**config.mk**
```make
export PLATFORM = sky130hd
export DESIGN_NAME = bitmap_select_nth_bit_unit
export DESIGN_NICKNAME = d
export VERILOG_FILES = /design/src/design/bmsel_pkg.sv /design/src/design/bitmap_select_nth_bit_unit.sv /design/src/design/bmsel_byte_scan.sv
export VERILOG_INCLUDE_DIRS = /design/src /design/src/design
export SDC_FILE = /design/constraint.sdc
export NUM_CORES = 1
export LEC_CHECK = 0
export BUFFER_PORTS_ARGS = -buffer_cell sky130_fd_sc_hd__buf_2
export CAP_MARGIN = 15
export CORE_AREA = 2 2 91 102
export DETAILED_ROUTE_END_ITERATION = 10
export DIE_AREA = 0 0 93 104
export PLACE_DENSITY = 0.94
export SYNTH_ARGS = -nofsm -noshare
export SYNTH_HDL_FRONTEND = slang
export SYNTH_SLANG_ARGS = --single-unit
```
**constraint.sdc**
```tcl
create_clock -name clk -period 20.7 [get_ports clk]
set_input_delay 4.14 -clock clk [delete_from_list [all_inputs] [get_ports clk]]
set_output_delay 4.14 -clock clk [all_outputs]
set_load 0.01 [all_outputs]
```
**src/design/bitmap_select_nth_bit_unit_defines.svh**
```systemverilog
// Assertion macros for the bitmap nth-bit selector.
// Included by the RTL files that carry concurrent checks; expects a clk and rst in scope.
`ifndef BITMAP_SELECT_NTH_BIT_UNIT_DEFINES_SVH
`define BITMAP_SELECT_NTH_BIT_UNIT_DEFINES_SVH

// Same-cycle implication, checked outside reset.
`define BMSEL_ASSERT_IMP(label, ante, cons) \
  label: assert property (@(posedge clk) disable iff (rst) (ante) |-> (cons)) \
    else $error("bmsel check failed");

// Next-cycle implication, checked outside reset.
`define BMSEL_ASSERT_NEXT(label, ante, cons) \
  label: assert property (@(posedge clk) disable iff (rst) (ante) |=> (cons)) \
    else $error("bmsel check failed");

`endif

```
**src/design/bmsel_pkg.sv**
```systemverilog
// Shared types and constants for the bitmap nth-bit selector.
// Used by bmsel_byte_scan and bitmap_select_nth_bit_unit; no dependencies.
`default_nettype none

package bmsel_pkg;

  localparam int MAX_BYTES  = 256;
  localparam int POS_W      = $clog2(MAX_BYTES + 1);
  localparam int IDX_W      = 11;
  localparam int MATCH_W    = 12;
  localparam int IDX_FULL_W = POS_W + 3;

  // Ones in each nibble value.
  localparam logic [2:0] NIBBLE_ONES [16] = '{
    3'd0, 3'd1, 3'd1, 3'd2, 3'd1, 3'd2, 3'd2, 3'd3,
    3'd1, 3'd2, 3'd2, 3'd3, 3'd2, 3'd3, 3'd3, 3'd4
  };

  typedef struct packed {
    logic [3:0] ones;     // set bits in the byte
    logic [2:0] sel_bit;  // position of the set bit with the requested rank
  } scan_t;

endpackage

`default_nettype wire

```
**src/design/bitmap_select_nth_bit_unit.sv**
```systemverilog
// Top level of the bitmap nth-bit selector: input register, run state, result register.
// Depends on bmsel_pkg, bmsel_byte_scan and bitmap_select_nth_bit_unit_defines.svh.
//
// The block takes one bitmap byte per cycle when not stalled, and reports the index of the
// Nth set bit (or Nth clear bit when find_zeros is high on the first byte of a run).
// A byte is held in an input register, then popcounted, compared and searched while
// the run state (match count, byte position, first hit) updates, so the state loop has
// no register inside it. The result for a byte marked last is written to the output
// register as that byte leaves the input register and waits there until taken;
// the input side stalls only when a last byte is pending and the output is still full.
// Bytes at position MAX_BYTES or later do not count but their last mark ends the run.
`default_nettype none
`include "bitmap_select_nth_bit_unit_defines.svh"

module bitmap_select_nth_bit_unit (
  input  wire logic                        clk,
  input  wire logic                        rst,
  input  wire logic                        in_valid,
  output logic                             in_stall,
  input  wire logic [7:0]                  data_byte,
  input  wire logic [bmsel_pkg::IDX_W-1:0] target_ordinal,
  input  wire logic                        find_zeros,
  input  wire logic                        last_byte,
  output logic                             out_valid,
  input  wire logic                        out_stall,
  output logic                             found,
  output logic [bmsel_pkg::IDX_W-1:0]      bit_index
);

  localparam int POS_W   = bmsel_pkg::POS_W;
  localparam int IDX_W   = bmsel_pkg::IDX_W;
  localparam int MATCH_W = bmsel_pkg::MATCH_W;

  // Input register.
  logic             s1_valid;
  logic [7:0]       s1_data;
  logic [IDX_W-1:0] s1_ordinal;
  logic             s1_zeros;
  logic             s1_last;

  // Run state.
  logic [MATCH_W-1:0] match_count;
  logic [POS_W-1:0]   byte_position;
  logic               hit_seen;
  logic [IDX_W-1:0]   hit_index;
  logic [IDX_W-1:0]   held_ordinal;
  logic               held_polarity;

  logic               s1_fire;
  logic               out_free;
  logic               first;
  logic [IDX_W-1:0]   ord;
  logic               pol;
  logic               in_range;
  logic [7:0]         v;
  logic [MATCH_W-1:0] sum;
  logic [MATCH_W-1:0] diff;
  logic               want;
  logic               take;
  bmsel_pkg::scan_t   scan;
  logic [bmsel_pkg::IDX_FULL_W-1:0] idx_full;

  logic [MATCH_W-1:0] match_count_next;
  logic [POS_W-1:0]   byte_position_next;
  logic               hit_seen_next;
  logic [IDX_W-1:0]   hit_index_next;

  assign out_free = !out_valid || !out_stall;
  assign s1_fire  = s1_valid && (!s1_last || out_free);
  assign in_stall = s1_valid && !s1_fire;

  always_ff @(posedge clk) begin
    if (rst) begin
      s1_valid <= 1'b0;
    end else if (!in_stall) begin
      s1_valid <= in_valid;
    end
  end

  always_ff @(posedge clk) begin
    if (in_valid && !in_stall) begin
      s1_data    <= data_byte;
      s1_ordinal <= target_ordinal;
      s1_zeros   <= find_zeros;
      s1_last    <= last_byte;
    end
  end

  // Ordinal and mode come straight from the transaction on the first byte of a run.
  assign first    = (byte_position == '0);
  assign ord      = first ? s1_ordinal : held_ordinal;
  assign pol      = first ? s1_zeros : held_polarity;
  assign in_range = (byte_position < POS_W'(bmsel_pkg::MAX_BYTES));
  assign v        = pol ? ~s1_data : s1_data;
  assign sum      = match_count + MATCH_W'(scan.ones);
  assign diff     = MATCH_W'(ord) - match_count;
  assign want     = in_range && !hit_seen;
  assign take     = want && (MATCH_W'(ord) < sum);
  assign idx_full = {byte_position, scan.sel_bit};

  bmsel_byte_scan u_scan (
    .bits (v),
    .rank (diff[2:0]),
    .scan (scan)
  );

  always_comb begin
    match_count_next   = (want && !take) ? sum : match_count;
    byte_position_next = in_range ? byte_position + POS_W'(1) : byte_position;
    hit_seen_next      = hit_seen || take;
    hit_index_next     = take ? IDX_W'(idx_full) : hit_index;
  end

  always_ff @(posedge clk) begin
    if (rst) begin
      match_count   <= '0;
      byte_position <= '0;
      hit_seen      <= 1'b0;
      hit_index     <= '0;
      held_ordinal  <= '0;
      held_polarity <= 1'b0;
    end else if (s1_fire) begin
      if (s1_last) begin
        match_count   <= '0;
        byte_position <= '0;
        hit_seen      <= 1'b0;
        hit_index     <= '0;
        held_ordinal  <= '0;
        held_polarity <= 1'b0;
      end else begin
        match_count   <= match_count_next;
        byte_position <= byte_position_next;
        hit_seen      <= hit_seen_next;
        hit_index     <= hit_index_next;
        held_ordinal  <= ord;
        held_polarity <= pol;
      end
    end
  end

  // Result register.
  always_ff @(posedge clk) begin
    if (rst) begin
      out_valid <= 1'b0;
    end else if (s1_fire && s1_last) begin
      out_valid <= 1'b1;
    end else if (!out_stall) begin
      out_valid <= 1'b0;
    end
  end

  always_ff @(posedge clk) begin
    if (s1_fire && s1_last) begin
      found     <= hit_seen_next;
      bit_index <= hit_seen_next ? hit_index_next : '0;
    end
  end

  `BMSEL_ASSERT_IMP(a_not_found_zero_index, out_valid && !found, bit_index == '0)
  `BMSEL_ASSERT_NEXT(a_last_clears_run, s1_fire && s1_last,
                     out_valid && byte_position == '0 && !hit_seen)
  `BMSEL_ASSERT_IMP(a_count_below_ordinal, 1'b1, match_count <= MATCH_W'(held_ordinal))
  `BMSEL_ASSERT_IMP(a_position_saturates, 1'b1,
                    byte_position <= POS_W'(bmsel_pkg::MAX_BYTES))

endmodule

`default_nettype wire

```
**src/design/bmsel_byte_scan.sv**
```systemverilog
// Per-byte popcount and in-byte rank select for the bitmap nth-bit selector.
// Depends on bmsel_pkg for the nibble table and the scan_t result type.
`default_nettype none

module bmsel_byte_scan (
  input  wire logic [7:0]  bits,
  input  wire logic [2:0]  rank,
  output bmsel_pkg::scan_t scan
);

  logic [3:0] seen;
  logic [2:0] sel;
  logic       done;

  always_comb begin
    seen = 4'd0;
    sel  = 3'd0;
    done = 1'b0;
    // Walk the byte from bit 0 and stop at the set bit whose rank matches.
    for (int j = 0; j < 8; j++) begin
      if (bits[j] && !done) begin
        if (seen == {1'b0, rank}) begin
          sel  = 3'(j);
          done = 1'b1;
        end
        seen = seen + 4'd1;
      end
    end
  end

  always_comb begin
    scan.ones    = {1'b0, bmsel_pkg::NIBBLE_ONES[bits[3:0]]}
                 + {1'b0, bmsel_pkg::NIBBLE_ONES[bits[7:4]]};
    scan.sel_bit = sel;
  end

endmodule

`default_nettype wire
```
* Word level (Yosys, flattened, before mapping)
Memories as Yosys holds them, arrays and structs flattened. Cells that the tools add are included.
Cells by class: reduce and logical (&&, ||, !) cells 37, $lt $le $gt $ge 4, equal/unequal tests 8, add/subtract/negate cells 10, mux-type cells 53, bitwise logic cells 3
Operators with widths (count):
- two-way mux 3 bit | 17
- two-way mux 11 bit | 4
- == test 4 x 3 -> 1 bit | 7
- adder 4 x 1 -> 4 bit (second input constant) | 6
- two-way mux 12 bit | 2
- two-way mux 4 bit | 6
- two-way mux 1 bit | 21
- two-way mux 9 bit | 2
- logical AND 1 bit | 14
- zero test 1 bit | 14
- adder 12 x 4 -> 12 bit | 1
- < comparator 11 x 12 -> 1 bit | 1
- greater-or-equal comparator 5 bit (second input constant) | 2
- inverter 4 -> 5 bit | 2
- adder 9 x 1 -> 9 bit (second input constant) | 1
- zero test 9 bit | 1
- < comparator 9 bit (second input constant) | 1
- two-way mux 8 bit | 1
- inverter 8 bit | 1
- adder 3 x 3 -> 4 bit | 1
- AND reduction 2 bit | 2
- nonzero test 2 bit | 2
- zero test 3 bit | 1
- logical OR 1 bit | 3
- 2 further kinds | 2
Storage, ports and cells: flip-flop bits (word level) 80, memories kept 2, ROM bits 96, input bits 25
Memory list:
- (name not given) | depth 16, bits a word 3, read ports 1, clocked after memory_dff 0, write ports 0, line bmsel_byte_scan.sv:32 | scan.ones = {1'b0, bmsel_pkg::NIBBLE_ONES[bits[3:0]]}
- (name not given) | depth 16, bits a word 3, read ports 1, clocked after memory_dff 0, write ports 0, line bmsel_byte_scan.sv:33 | + {1'b0, bmsel_pkg::NIBBLE_ONES[bits[7:4]]};

* Logic depth before layout (Yosys ltp)
Gate-level depths: netlist of the first run.
depth after elaboration 29, depth in mapped cells 35, depth with buffers taken out 35

* Cells and area by module
Synthesis of the first run repeated with hierarchy kept, for this count alone.
Unflattened totals: cell total of the unflattened synthesis 529, area, all modules 5201.2 um^2
Modules (own cells, without submodules):
- bitmap_select_nth_bit_unit | area each 3721.1 um^2, instances 1, cells an instance 331
- bmsel_byte_scan | area each 1480.2 um^2, instances 1, cells an instance 198

* Worst setup path before layout of the first run
Ideal clock, no wire load.
path type input port to output port, from input out_stall, to output in_stall, path buffers 0, required time 16.560 ns, setup slack 12.212 ns, arrival time 4.348 ns, stages on the path 2, cells stage by stage nand4_1 -> inv_1
On the way: cells in the longest elaborated chain, start to end 6
Ends and longest elaborated chain:
- from (decl) | line bitmap_select_nth_bit_unit.sv:25 | input wire logic out_stall,
- zero test 1 bit
- logical OR 1 bit | line bitmap_select_nth_bit_unit.sv:68 | assign out_free = !out_valid || !out_stall;
- logical OR 1 bit | line bitmap_select_nth_bit_unit.sv:69 | assign s1_fire = s1_valid && (!s1_last || out_free);
- logical AND 1 bit | line bitmap_select_nth_bit_unit.sv:69
- zero test 1 bit | line bitmap_select_nth_bit_unit.sv:70 | assign in_stall = s1_valid && !s1_fire;
- logical AND 1 bit | line bitmap_select_nth_bit_unit.sv:70
- to (decl) | line bitmap_select_nth_bit_unit.sv:19 | output logic in_stall,
No other way between the ends.

* Worst setup path after layout of the first run
Ends and elaborated chain as after synthesis.

==> flow_summary.json, run 1 <==
{
  "worst_hold_slack_ns": 0.5110,
  "cp_max_fo": 3,
  "fin_nets": 665,
  "fmax_mhz": 114.5,
  "ios": 39,
  "path_cells": "buf_2, nand4_1, inv_1, buf_2",
  "syn_nets": 653,
  "dp.cells": 717,
  "grt.met3_usage": 0.05217,
  "end_kind": "output pin",
  "first_global_vias": 4685,
  "r2r_end": "bit_index[0]",
  "fin_ws_ns": 11.97,
  "crit_type": "input pin to output pin",
  "synth-async-reset-ratio": 0,
  "hold_buffers": 0,
  "die_area_um2": 9672,
  "fin_skew_ns": 0.01327,
  "grt_pass1_wl_mm": 21.65,
  "leakage_nw": 2.269,
  "num_rows": 36,
  "ir_drop_mv": 0.06270,
  "antenna_found_initial": 0,
  "cts_tree": "built",
  "min_to": "match_count[11]",
  "slew-limit-headroom": 0.3843,
  "hold_class": "flop to flop",
  "synth_top_area_cell": "edfxtp_1",
  "num_vias": 4815,
  "fin_crit_ns": 8.732,
  "drc": 0,
  "grtUsageMet1": 0.3420,
  "syn_avg_cell_area_um2": 9.166,
  "gp_congestion": 0.8936,
  "status": "finished clean",
  "cp_slowest_cell": "buf_2",
  "rrSetupSlack_ns": 12.04,
  "multi_input_area_um2": 3347,
  "power_switching_w": 0.0002058,
  "fin_setup_tns_ns": 0,
  "core_area_um2": 8648,
  "synth_seq_cells": 80,
  "antenna_left": 0,
  "grt_setup_unrepaired": "no",
  "synth_edf_count": 33,
  "num-fill-cells": 679,
  "netlist.area_leader.share": 0.1796,
  "grt_start_max_net_pins": 45,
  "ctsResizeCount": 0,
  "wire_per_inst_um": 17.36,
  "final_max_slew_viol_count": 0,
  "final_hold_viol_count": 0,
  "pre_cts_ws_ns": 11.98,
  "fin_cells": 733,
  "cts_root_buf": "clkbuf_8",
  "hp-start": "match_count[11]",
  "synth.distinct_cells": 81,
  "synthMostInstantiatedCell": "nor2_1",
  "seqPwrFrac": 0.337,
  "cts_buffers": 9,
  "clock_path_buffers": 2,
  "numClockSinks": 80,
  "clock_power_share": 0.204,
  "grt_overflow": 0,
  "worstReg2RegStart": "byte_position[0]",
  "dr.pass1.iters": 5,
  "die_y_um": 104,
  "postCtsSetupBuffers": 0,
  "path_common_cell": "buf_2",
  "intPower_w": 0.0003155,
  "grtUsageTotal": 0.2747,
  "reg2reg_depth": 33,
  "power_frac_comb": 0.459,
  "regArea_um2": 1932,
  "die_w_um": 93,
  "numPortBuffers": 38,
  "antennaDiodeCount": 0,
  "powerDensity_nw_per_um2": 88.54,
  "ys_seq_area_frac": 0.3501,
  "tightest_slew_ns": 0.9202,
  "synthCells": 602,
  "cp_data_arrival_time_ns": 4.59,
  "htreeDepth": 3,
  "startpoint_type": "input pin",
  "finalWirelength_mm": 12.72,
  "synth_warnings": 0,
  "critPathMaxStageDelay_ns": 0.13,
  "setup-violations-final": 0,
  "synth_top_flop_cell": "dfxtp_1",
  "synthTopCellsByArea": "edfxtp_1 18%, dfxtp_1 17%, ha_1 4.8%",
  "dp_hpwl_mm": 9.365,
  "clock_latency_ns": 0.37,
  "worstHoldPathCells": 1,
  "synth.cells.most_frequent": "51 x nor2_1, 47 x dfxtp_1, 34 x clkbuf_1, 34 x nand2_1, 33 x edfxtp_1",
  "grt-busiest-layer": "met2",
  "switching_share": 0.3949,
  "start_util": 0.6380,
  "clk_pin_slew_worst_paths_ns": 0.08,
  "viasPerCell": 6.569,
  "maxCapViolCount": 0,
  "grt_use_met2": 0.4731,
  "fin_crit_sh": 0.4218,
  "drive_above_1_share": 0.1567,
  "syn-cell-area_um2": 5518,
  "areaGrowthSynthToFinish_pct": 6.712,
  "cp.required_ns": 16.56,
  "drtIter0Drc": 370,
  "power_w": 0.0005213
}
## metrics by stage
step | utilization | area [µm²]
detailed placement | 0.6602 | 5709
floorplan | - | 5518
finish | 0.6808 | 5888
CTS | 0.6808 | 5888
global placement | 0.6602 | 5709
global route | 0.6808 | 5888
## layout by cell type (no fill, tap or decap), types with 6 or more instances in the layout
| cell type | netlist | layout |
|---|---|---|
| nand2_1 | 34 | 34 |
| clkbuf_8 | 0 | 9 |
| nor2_1 | 51 | 51 |
| a22oi_1 | 26 | 26 |
| xnor2_1 | 26 | 26 |
| mux2i_1 | 6 | 6 |
| edfxtp_1 | 33 | 33 |
| xor2_1 | 17 | 17 |
| a211oi_1 | 6 | 6 |
| nand4_1 | 8 | 8 |
| a311oi_1 | 6 | 6 |
| a21oi_1 | 30 | 30 |
| inv_1 | 17 | 17 |
| a31oi_1 | 12 | 12 |
| ha_1 | 21 | 21 |
| and2_1 | 8 | 8 |
| mux2_2 | 13 | 13 |
| nor3_1 | 11 | 11 |
| a22o_1 | 8 | 8 |
| o21a_1 | 11 | 11 |
| o21ai_0 | 17 | 17 |
| buf_2 | 1 | 38 |
| dfxtp_1 | 47 | 47 |
| nand2b_1 | 10 | 10 |
| and3_1 | 12 | 12 |
| nand3_1 | 25 | 25 |
| a2bb2oi_1 | 6 | 6 |
| nor2b_1 | 7 | 7 |
## sequential cells by signal, indices dropped and copies added (netlist names)
register       flops
s1_last            1
held_ordinal      11
hit_index         11
found              1
s1_valid           1
s1_ordinal        11
out_valid          1
held_polarity      1
byte_position      9
match_count       12
s1_zeros           1
s1_data            8
hit_seen           1
bit_index         11
## kinds of logic (layout without fill, tap and decap cells)
| kind of cell | count (synthesis) | in the layout | synth area share |
|---|---|---|---|
| flops | 80 | 80 | 0.3501 |
| mux | 19 | 19 | 0.03742 |
| compound gates | 174 | 174 | 0.2320 |
| simple gates | 198 | 198 | 0.1932 |
| xor+xnor | 45 | 45 | 0.07642 |
| buf+inv | 59 | 76 | 0.04331 |
| fa+ha+maj | 27 | 27 | 0.06757 |
## routing by layer
| layer | up-vias | part of all wire |
|---|---|---|
| met5 | - | 0 |
| met4 | 0 | 0.023 |
| met3 | 30 | 0.075 |
| met2 | 240 | 0.50 |
| met1 | 2265 | 0.40 |
| li1 | 2280 | - |
## power by group through the flow
| stage | clock [W] | sequential, W | combinational (W) |
|---|---|---|---|
| 2_1_floorplan | 0 | 0.000175 | 0.000191 |
| 3_3_place_gp | 0 | 0.000179 | 0.000224 |
| 3_5_place_dp | 0 | 0.000179 | 0.000233 |
| 4_1_cts | 0.000107 | 0.000176 | 0.000235 |
| 5_1_grt | 0.000115 | 0.000177 | 0.000264 |
| 6_report | 0.000106 | 0.000176 | 0.000239 |
## worst max path at each step
stage | startpoint | end | cells after the start
after floorplan | out_stall | in_stall | 2
after global placement | out_stall | in_stall | 4
after detailed placement | out_stall | in_stall | 4
after CTS | out_stall | in_stall | 4
after global routing | byte_position[0] | bit_index[0] | 33
final | out_stall | in_stall | 4
## critical path: cells and delay by family
family / cells / cell delay [ns]
AND/OR/NAND/NOR: 1 / 0.11
buffers and inverters: 3 / 0.34
## layout make-up
type,count,area share
timing repair buffer,42,0.03740
clock inverter,7,0.009350
clock buffer,9,0.02104
sequential,80,0.3281
inverter,18,0.01147
tap,114,0.02422
multi-input combinational,463,0.5684
Power figures use the tool's default switching activity.
==> run 2: changes to the inputs <==
--- a/config.mk
+++ b/config.mk
@@ -8,10 +8,10 @@
 export LEC_CHECK = 0
 export BUFFER_PORTS_ARGS = -buffer_cell sky130_fd_sc_hd__buf_2
 export CAP_MARGIN = 15
-export CORE_AREA = 2 2 91 102
+export CORE_AREA = 2 2 94 105
 export DETAILED_ROUTE_END_ITERATION = 10
-export DIE_AREA = 0 0 93 104
-export PLACE_DENSITY = 0.94
+export DIE_AREA = 0 0 96 107
+export PLACE_DENSITY = 0.89
 export SYNTH_ARGS = -nofsm -noshare
 export SYNTH_HDL_FRONTEND = slang
 export SYNTH_SLANG_ARGS = --single-unit
==> constraint.sdc (replaced) <==
create_clock -name clk -period 8.6 [get_ports clk]
set_input_delay 1.72 -clock clk [delete_from_list [all_inputs] [get_ports clk]]
set_output_delay 1.72 -clock clk [all_outputs]
set_load 0.01 [all_outputs]
==> run 2 against run 1 <==
Compared with the run above:
- via count up 0.23%
- first-iteration DRC count up 7.0%
- worst hold slack worse by 0.015 ns
- clock power rose to 3.0 times the previous value
- utilization down 3.1 points
- final area up 1.6%
- sequential power up 140%
- critical endpoint is now bit_index[2]
- sequential cell count unchanged
- highest routed layer unchanged
- routed wire length up 5.5%
==> flow_summary.json, run 2 (synthesized netlist as in run 1, its figures left out) <==
{
  "cts_tree": "built",
  "final_common_cell": "nor2_1",
  "start_util": 0.5989,
  "path_common_cell": "ha_1",
  "dr.pass1.iters": 5,
  "largest_register_ff_count": 12,
  "gp_congestion": 0.9189,
  "startpoint_type": "flop",
  "hold_buffers": 0,
  "fin_nets": 669,
  "clock_latency_ns": 0.36,
  "rrSetupSlack_ns": 0.70,
  "num-fill-cells": 732,
  "clock_path_buffers": 2,
  "cts_buffers": 9,
  "grt_pass1_wl_mm": 21.54,
  "multi_input_area_um2": 3356,
  "cp.required_ns": 8.80,
  "die_w_um": 96,
  "numPortBuffers": 38,
  "end_kind": "flop",
  "ios": 39,
  "areaGrowthSynthToFinish_pct": 8.458,
  "final_max_slew_viol_count": 0,
  "first_global_vias": 4514,
  "num_rows": 37,
  "slew-limit-headroom": 0.4003,
  "power_w": 0.001319,
  "finalWirelength_mm": 13.42,
  "tightest_slew_ns": 0.8996,
  "antenna_found_initial": 0,
  "cp_slowest_cell": "ha_1",
  "core_area_um2": 9213,
  "hold_class": "flop to flop",
  "cp_data_arrival_time_ns": 8.11,
  "cts_root_buf": "clkbuf_8",
  "htreeDepth": 3,
  "fin_crit_sh": 0.9189,
  "drtIter0Drc": 396,
  "final_hold_viol_count": 0,
  "grtUsageTotal": 0.2677,
  "top_register": "match_count",
  "leakage_nw": 2.315,
  "maxCapViolCount": 0,
  "viasPerCell": 6.522,
  "clk_pin_slew_worst_paths_ns": 0.09,
  "grt_overflow": 0,
  "num_vias": 4826,
  "final_core_util": 0.6496,
  "dp_hpwl_mm": 9.660,
  "powerDensity_nw_per_um2": 220.4,
  "fin_skew_ns": 0.01305,
  "fin_crit_ns": 7.902,
  "crit_type": "flop to flop",
  "antenna_left": 0,
  "status": "finished clean",
  "grt_start_max_net_pins": 45,
  "fmax_mhz": 126.5,
  "cp_max_fo": 12,
  "critPathMaxStageDelay_ns": 0.42,
  "ir_drop_mv": 0.1748,
  "die_area_um2": 10270,
  "drc": 0,
  "final_cell_mix": "51 x nor2_1, 47 x dfxtp_1, 38 x buf_2, 34 x nand2_1, 33 x edfxtp_1",
  "die_y_um": 107,
  "drive_above_1_share": 0.1669,
  "regArea_um2": 1932,
  "setup-violations-final": 0,
  "antennaDiodeCount": 0,
  "wire_per_inst_um": 18.13,
  "numClockSinks": 80,
  "fin_setup_tns_ns": 0
}
-- run 2: final cells by class --
class                   instances  share of cell area
flip-flops and latches         80              0.3228
well taps                     117             0.02446
inverters                      18             0.01129
clock inverters                 6             0.01401
repair buffers                 46             0.04181
multi-input cells             463              0.5607
clock buffers                  10             0.02488
-- run 2: routing by layer --
metal,GRT usage,vias up,part of all wire
li1,-,2285,-
met1,0.3358,2280,0.41
met2,0.4469,211,0.49
met3,0.03935,50,0.063
met4,0.1265,0,0.035
met5,0,-,0
-- run 2: critical path, delay by kind of cell, from the launching register on --
kind | cells | cell delay (ns)
xor gates and xnor gates | 3 | 0.58
AOI/OAI and AO/OA | 9 | 1.75
DFF | 1 | 0.37
and+or+nand+nor | 10 | 1.81
adders and majority gates | 6 | 2.01
muxes | 3 | 0.95
buffers and inverters | 2 | 0.31
-- run 2: through the flow --
| stage | cells | cell area (µm²) | hold slack, ns | setup WS, ns |
|---|---|---|---|---|
| floorplan | 602 | 5518 | 0.4479 | 1.387 |
| global placement | 721 | 5720 | 0.4692 | 0.9934 |
| detailed placement | 721 | 5720 | 0.4800 | 0.6120 |
| CTS | 737 | 5953 | 0.4981 | 0.5558 |
| global route | 740 | 5984 | 0.5187 | -0.006358 |
| finish | 740 | 5984 | 0.4956 | 0.6979 |
-- run 2: path summary, 6_finish.rpt --
check | start | depth (start not counted) | to
max | byte_position[0] | 33 | bit_index[2]
min | out_valid | 2 | out_valid
max reg2reg | byte_position[0] | 33 | bit_index[2]
min reg2reg | out_valid | 2 | out_valid
-- run 2: where the power goes --
group	leakage, nW	switching [W]	internal (W)
Clock	0.117	0.000155	0.000158
Sequential	0.702	0.0000153	0.000408
Combinational	1.50	0.000335	0.000247
Total	2.32	0.000505	0.000814
-- run 2: what timing repair did --
item                                    4_1_cts  5_1_grt
buffers inserted                              0        3
resized for setup                             0        2
endpoints found under the setup margin        0        6
==> run 3: changes to the inputs <==
--- a/config.mk
+++ b/config.mk
@@ -8,10 +8,10 @@
 export LEC_CHECK = 0
 export BUFFER_PORTS_ARGS = -buffer_cell sky130_fd_sc_hd__buf_2
 export CAP_MARGIN = 15
-export CORE_AREA = 2 2 94 105
+export CORE_AREA = 2 2 129 143
 export DETAILED_ROUTE_END_ITERATION = 10
-export DIE_AREA = 0 0 96 107
-export PLACE_DENSITY = 0.89
+export DIE_AREA = 0 0 131 145
+export PLACE_DENSITY = 0.57
 export SYNTH_ARGS = -nofsm -noshare
 export SYNTH_HDL_FRONTEND = slang
 export SYNTH_SLANG_ARGS = --single-unit
==> run 3 against run 2 <==
Compared with the run above:
- routed wire length rose by 4.2%
- die area rose by 85%
- clock-buffer cell count up 1
- largest power group unchanged
==> flow_summary.json, run 3 (synthesized netlist as in run 1, its figures left out) <==
{
  "worstReg2RegStart": "byte_position[0]",
  "core_area_um2": 17550,
  "postLayoutCellArea_um2": 6240,
  "startpoint": "byte_position[0]",
  "numPortBuffers": 38,
  "fmax_mhz": 127.4,
  "fin_setup_tns_ns": 0,
  "startpoint_type": "flop",
  "drtIter0Drc": 389,
  "rrSetupSlack_ns": 0.75,
  "dp.cells": 843,
  "num_vias": 4658,
  "gp_congestion": 0.9281,
  "antenna_found_initial": 0,
  "grt_overflow": 0,
  "path_common_cell": "ha_1",
  "first_global_vias": 4616,
  "die_area_um2": 19000,
  "start_util": 0.3144,
  "fin_crit_ns": 7.848,
  "end_kind": "flop",
  "num-fill-cells": 1816,
  "fin_cells": 863,
  "placed_area_um2": 5879,
  "hold_buffers": 0,
  "cts_tree": "built",
  "cts_root_buf": "clkbuf_16",
  "final_cell_mix": "51 x nor2_1, 47 x dfxtp_1, 38 x buf_2, 34 x nand2_1, 33 x edfxtp_1",
  "cp.required_ns": 8.79,
  "finalWirelength_mm": 13.98,
  "power_w": 0.001421,
  "die_y_um": 145,
  "final_max_slew_viol_count": 0,
  "ios": 39,
  "antennaDiodeCount": 0,
  "clock_latency_ns": 0.34,
  "tightest_slew_ns": 1.062,
  "grt_setup_unrepaired": "no",
  "antenna_left": 0,
  "setup-violations-final": 0,
  "final_common_cell": "nor2_1",
  "hold_class": "flop to flop",
  "leakage_nw": 2.368,
  "grt_start_max_net_pins": 45,
  "cts_buffers": 9,
  "dp_hpwl_mm": 10.42,
  "critPathMaxStageDelay_ns": 0.48,
  "viasPerCell": 5.397,
  "areaGrowthSynthToFinish_pct": 13.08,
  "maxCapViolCount": 0,
  "drive_above_1_share": 0.1664,
  "wire_per_inst_um": 16.20,
  "status": "finished clean",
  "die_w_um": 131,
  "clk_pin_slew_worst_paths_ns": 0.06,
  "htreeDepth": 3,
  "slew-limit-headroom": 0.2921,
  "cp_max_fo": 12,
  "fin_nets": 671,
  "final_hold_viol_count": 0,
  "powerDensity_nw_per_um2": 227.7,
  "path_buf_inv": 3,
  "crit_type": "flop to flop",
  "fin_skew_ns": 0.005453,
  "grt_pass1_wl_mm": 23.38,
  "ir_drop_mv": 0.09545,
  "hp-start": "match_count[11]",
  "top_register": "match_count",
  "final_core_util": 0.3556,
  "grtUsageTotal": 0.1543,
  "clock_path_buffers": 2,
  "dr.pass1.iters": 7,
  "fin_crit_sh": 0.9126,
  "cp_slowest_cell": "and3_1",
  "num_rows": 51,
  "cp_top_family": "adder cells",
  "numClockSinks": 80,
  "largest_register_ff_count": 12,
  "drc": 0,
  "cp_data_arrival_time_ns": 8.04
}
-- run 3: power breakdown --
group          switching, W  internal (W)
sequential        0.0000152      0.000409
clock              0.000154      0.000262
combinational      0.000333      0.000247
-- run 3: cell type report --
type / count / area (µm²) / share of cell area
clock inverters: 5 / 80.08 / 0.01283
flip-flops and latches: 80 / 1932 / 0.3096
multi-input cells: 463 / 3354 / 0.5376
clock buffers: 11 / 242.7 / 0.03890
well taps: 238 / 297.8 / 0.04772
inverters: 18 / 67.56 / 0.01083
repair buffers: 48 / 265.3 / 0.04251
-- run 3: layer usage --
| metal | routed length, µm | share of wire | track usage | vias to the layer above |
|---|---|---|---|---|
| li1 | - | - | - | 2292 |
| met3 | 628 | 0.045 | 0.02655 | 30 |
| met1 | 6365 | 0.46 | 0.2071 | 2207 |
| met4 | 455 | 0.033 | 0.07128 | 0 |
| met2 | 6530 | 0.47 | 0.2396 | 129 |
| met5 | 0 | 0 | 0 | - |
-- run 3: stage by stage --
stage          setup WS, ns  hold slack, ns
2_1_floorplan         1.387          0.4479
5_1_grt             0.06869          0.5180
6_report             0.7517          0.4997
3_5_place_dp         0.6835          0.4849
4_1_cts              0.6585          0.5030
3_3_place_gp         0.9166          0.4705
-- run 3: final timing paths --
path,to,cells past startpoint
min reg2reg,match_count[11],1
max reg2reg,bit_index[2],33
max,bit_index[2],33
min,match_count[11],1
-- run 3: worst register-to-register path: cells and delay by family, from the launching register on --
family,cells,cell delay (ns)
AO/OA/AOI/OAI,7,1.13
XOR/XNOR,4,0.87
adder cells (fa/ha/maj),6,1.94
buffers and inverters,3,0.45
flip-flops,1,0.40
multiplexers,4,1.47
AND/OR/NAND/NOR,9,1.43
-- run 3: what timing repair did --
| action | CTS | global route |
|---|---|---|
| endpoints found under the setup margin | 0 | 5 |
| buffers inserted | 0 | 4 |
| gates resized for setup | 0 | 1 |
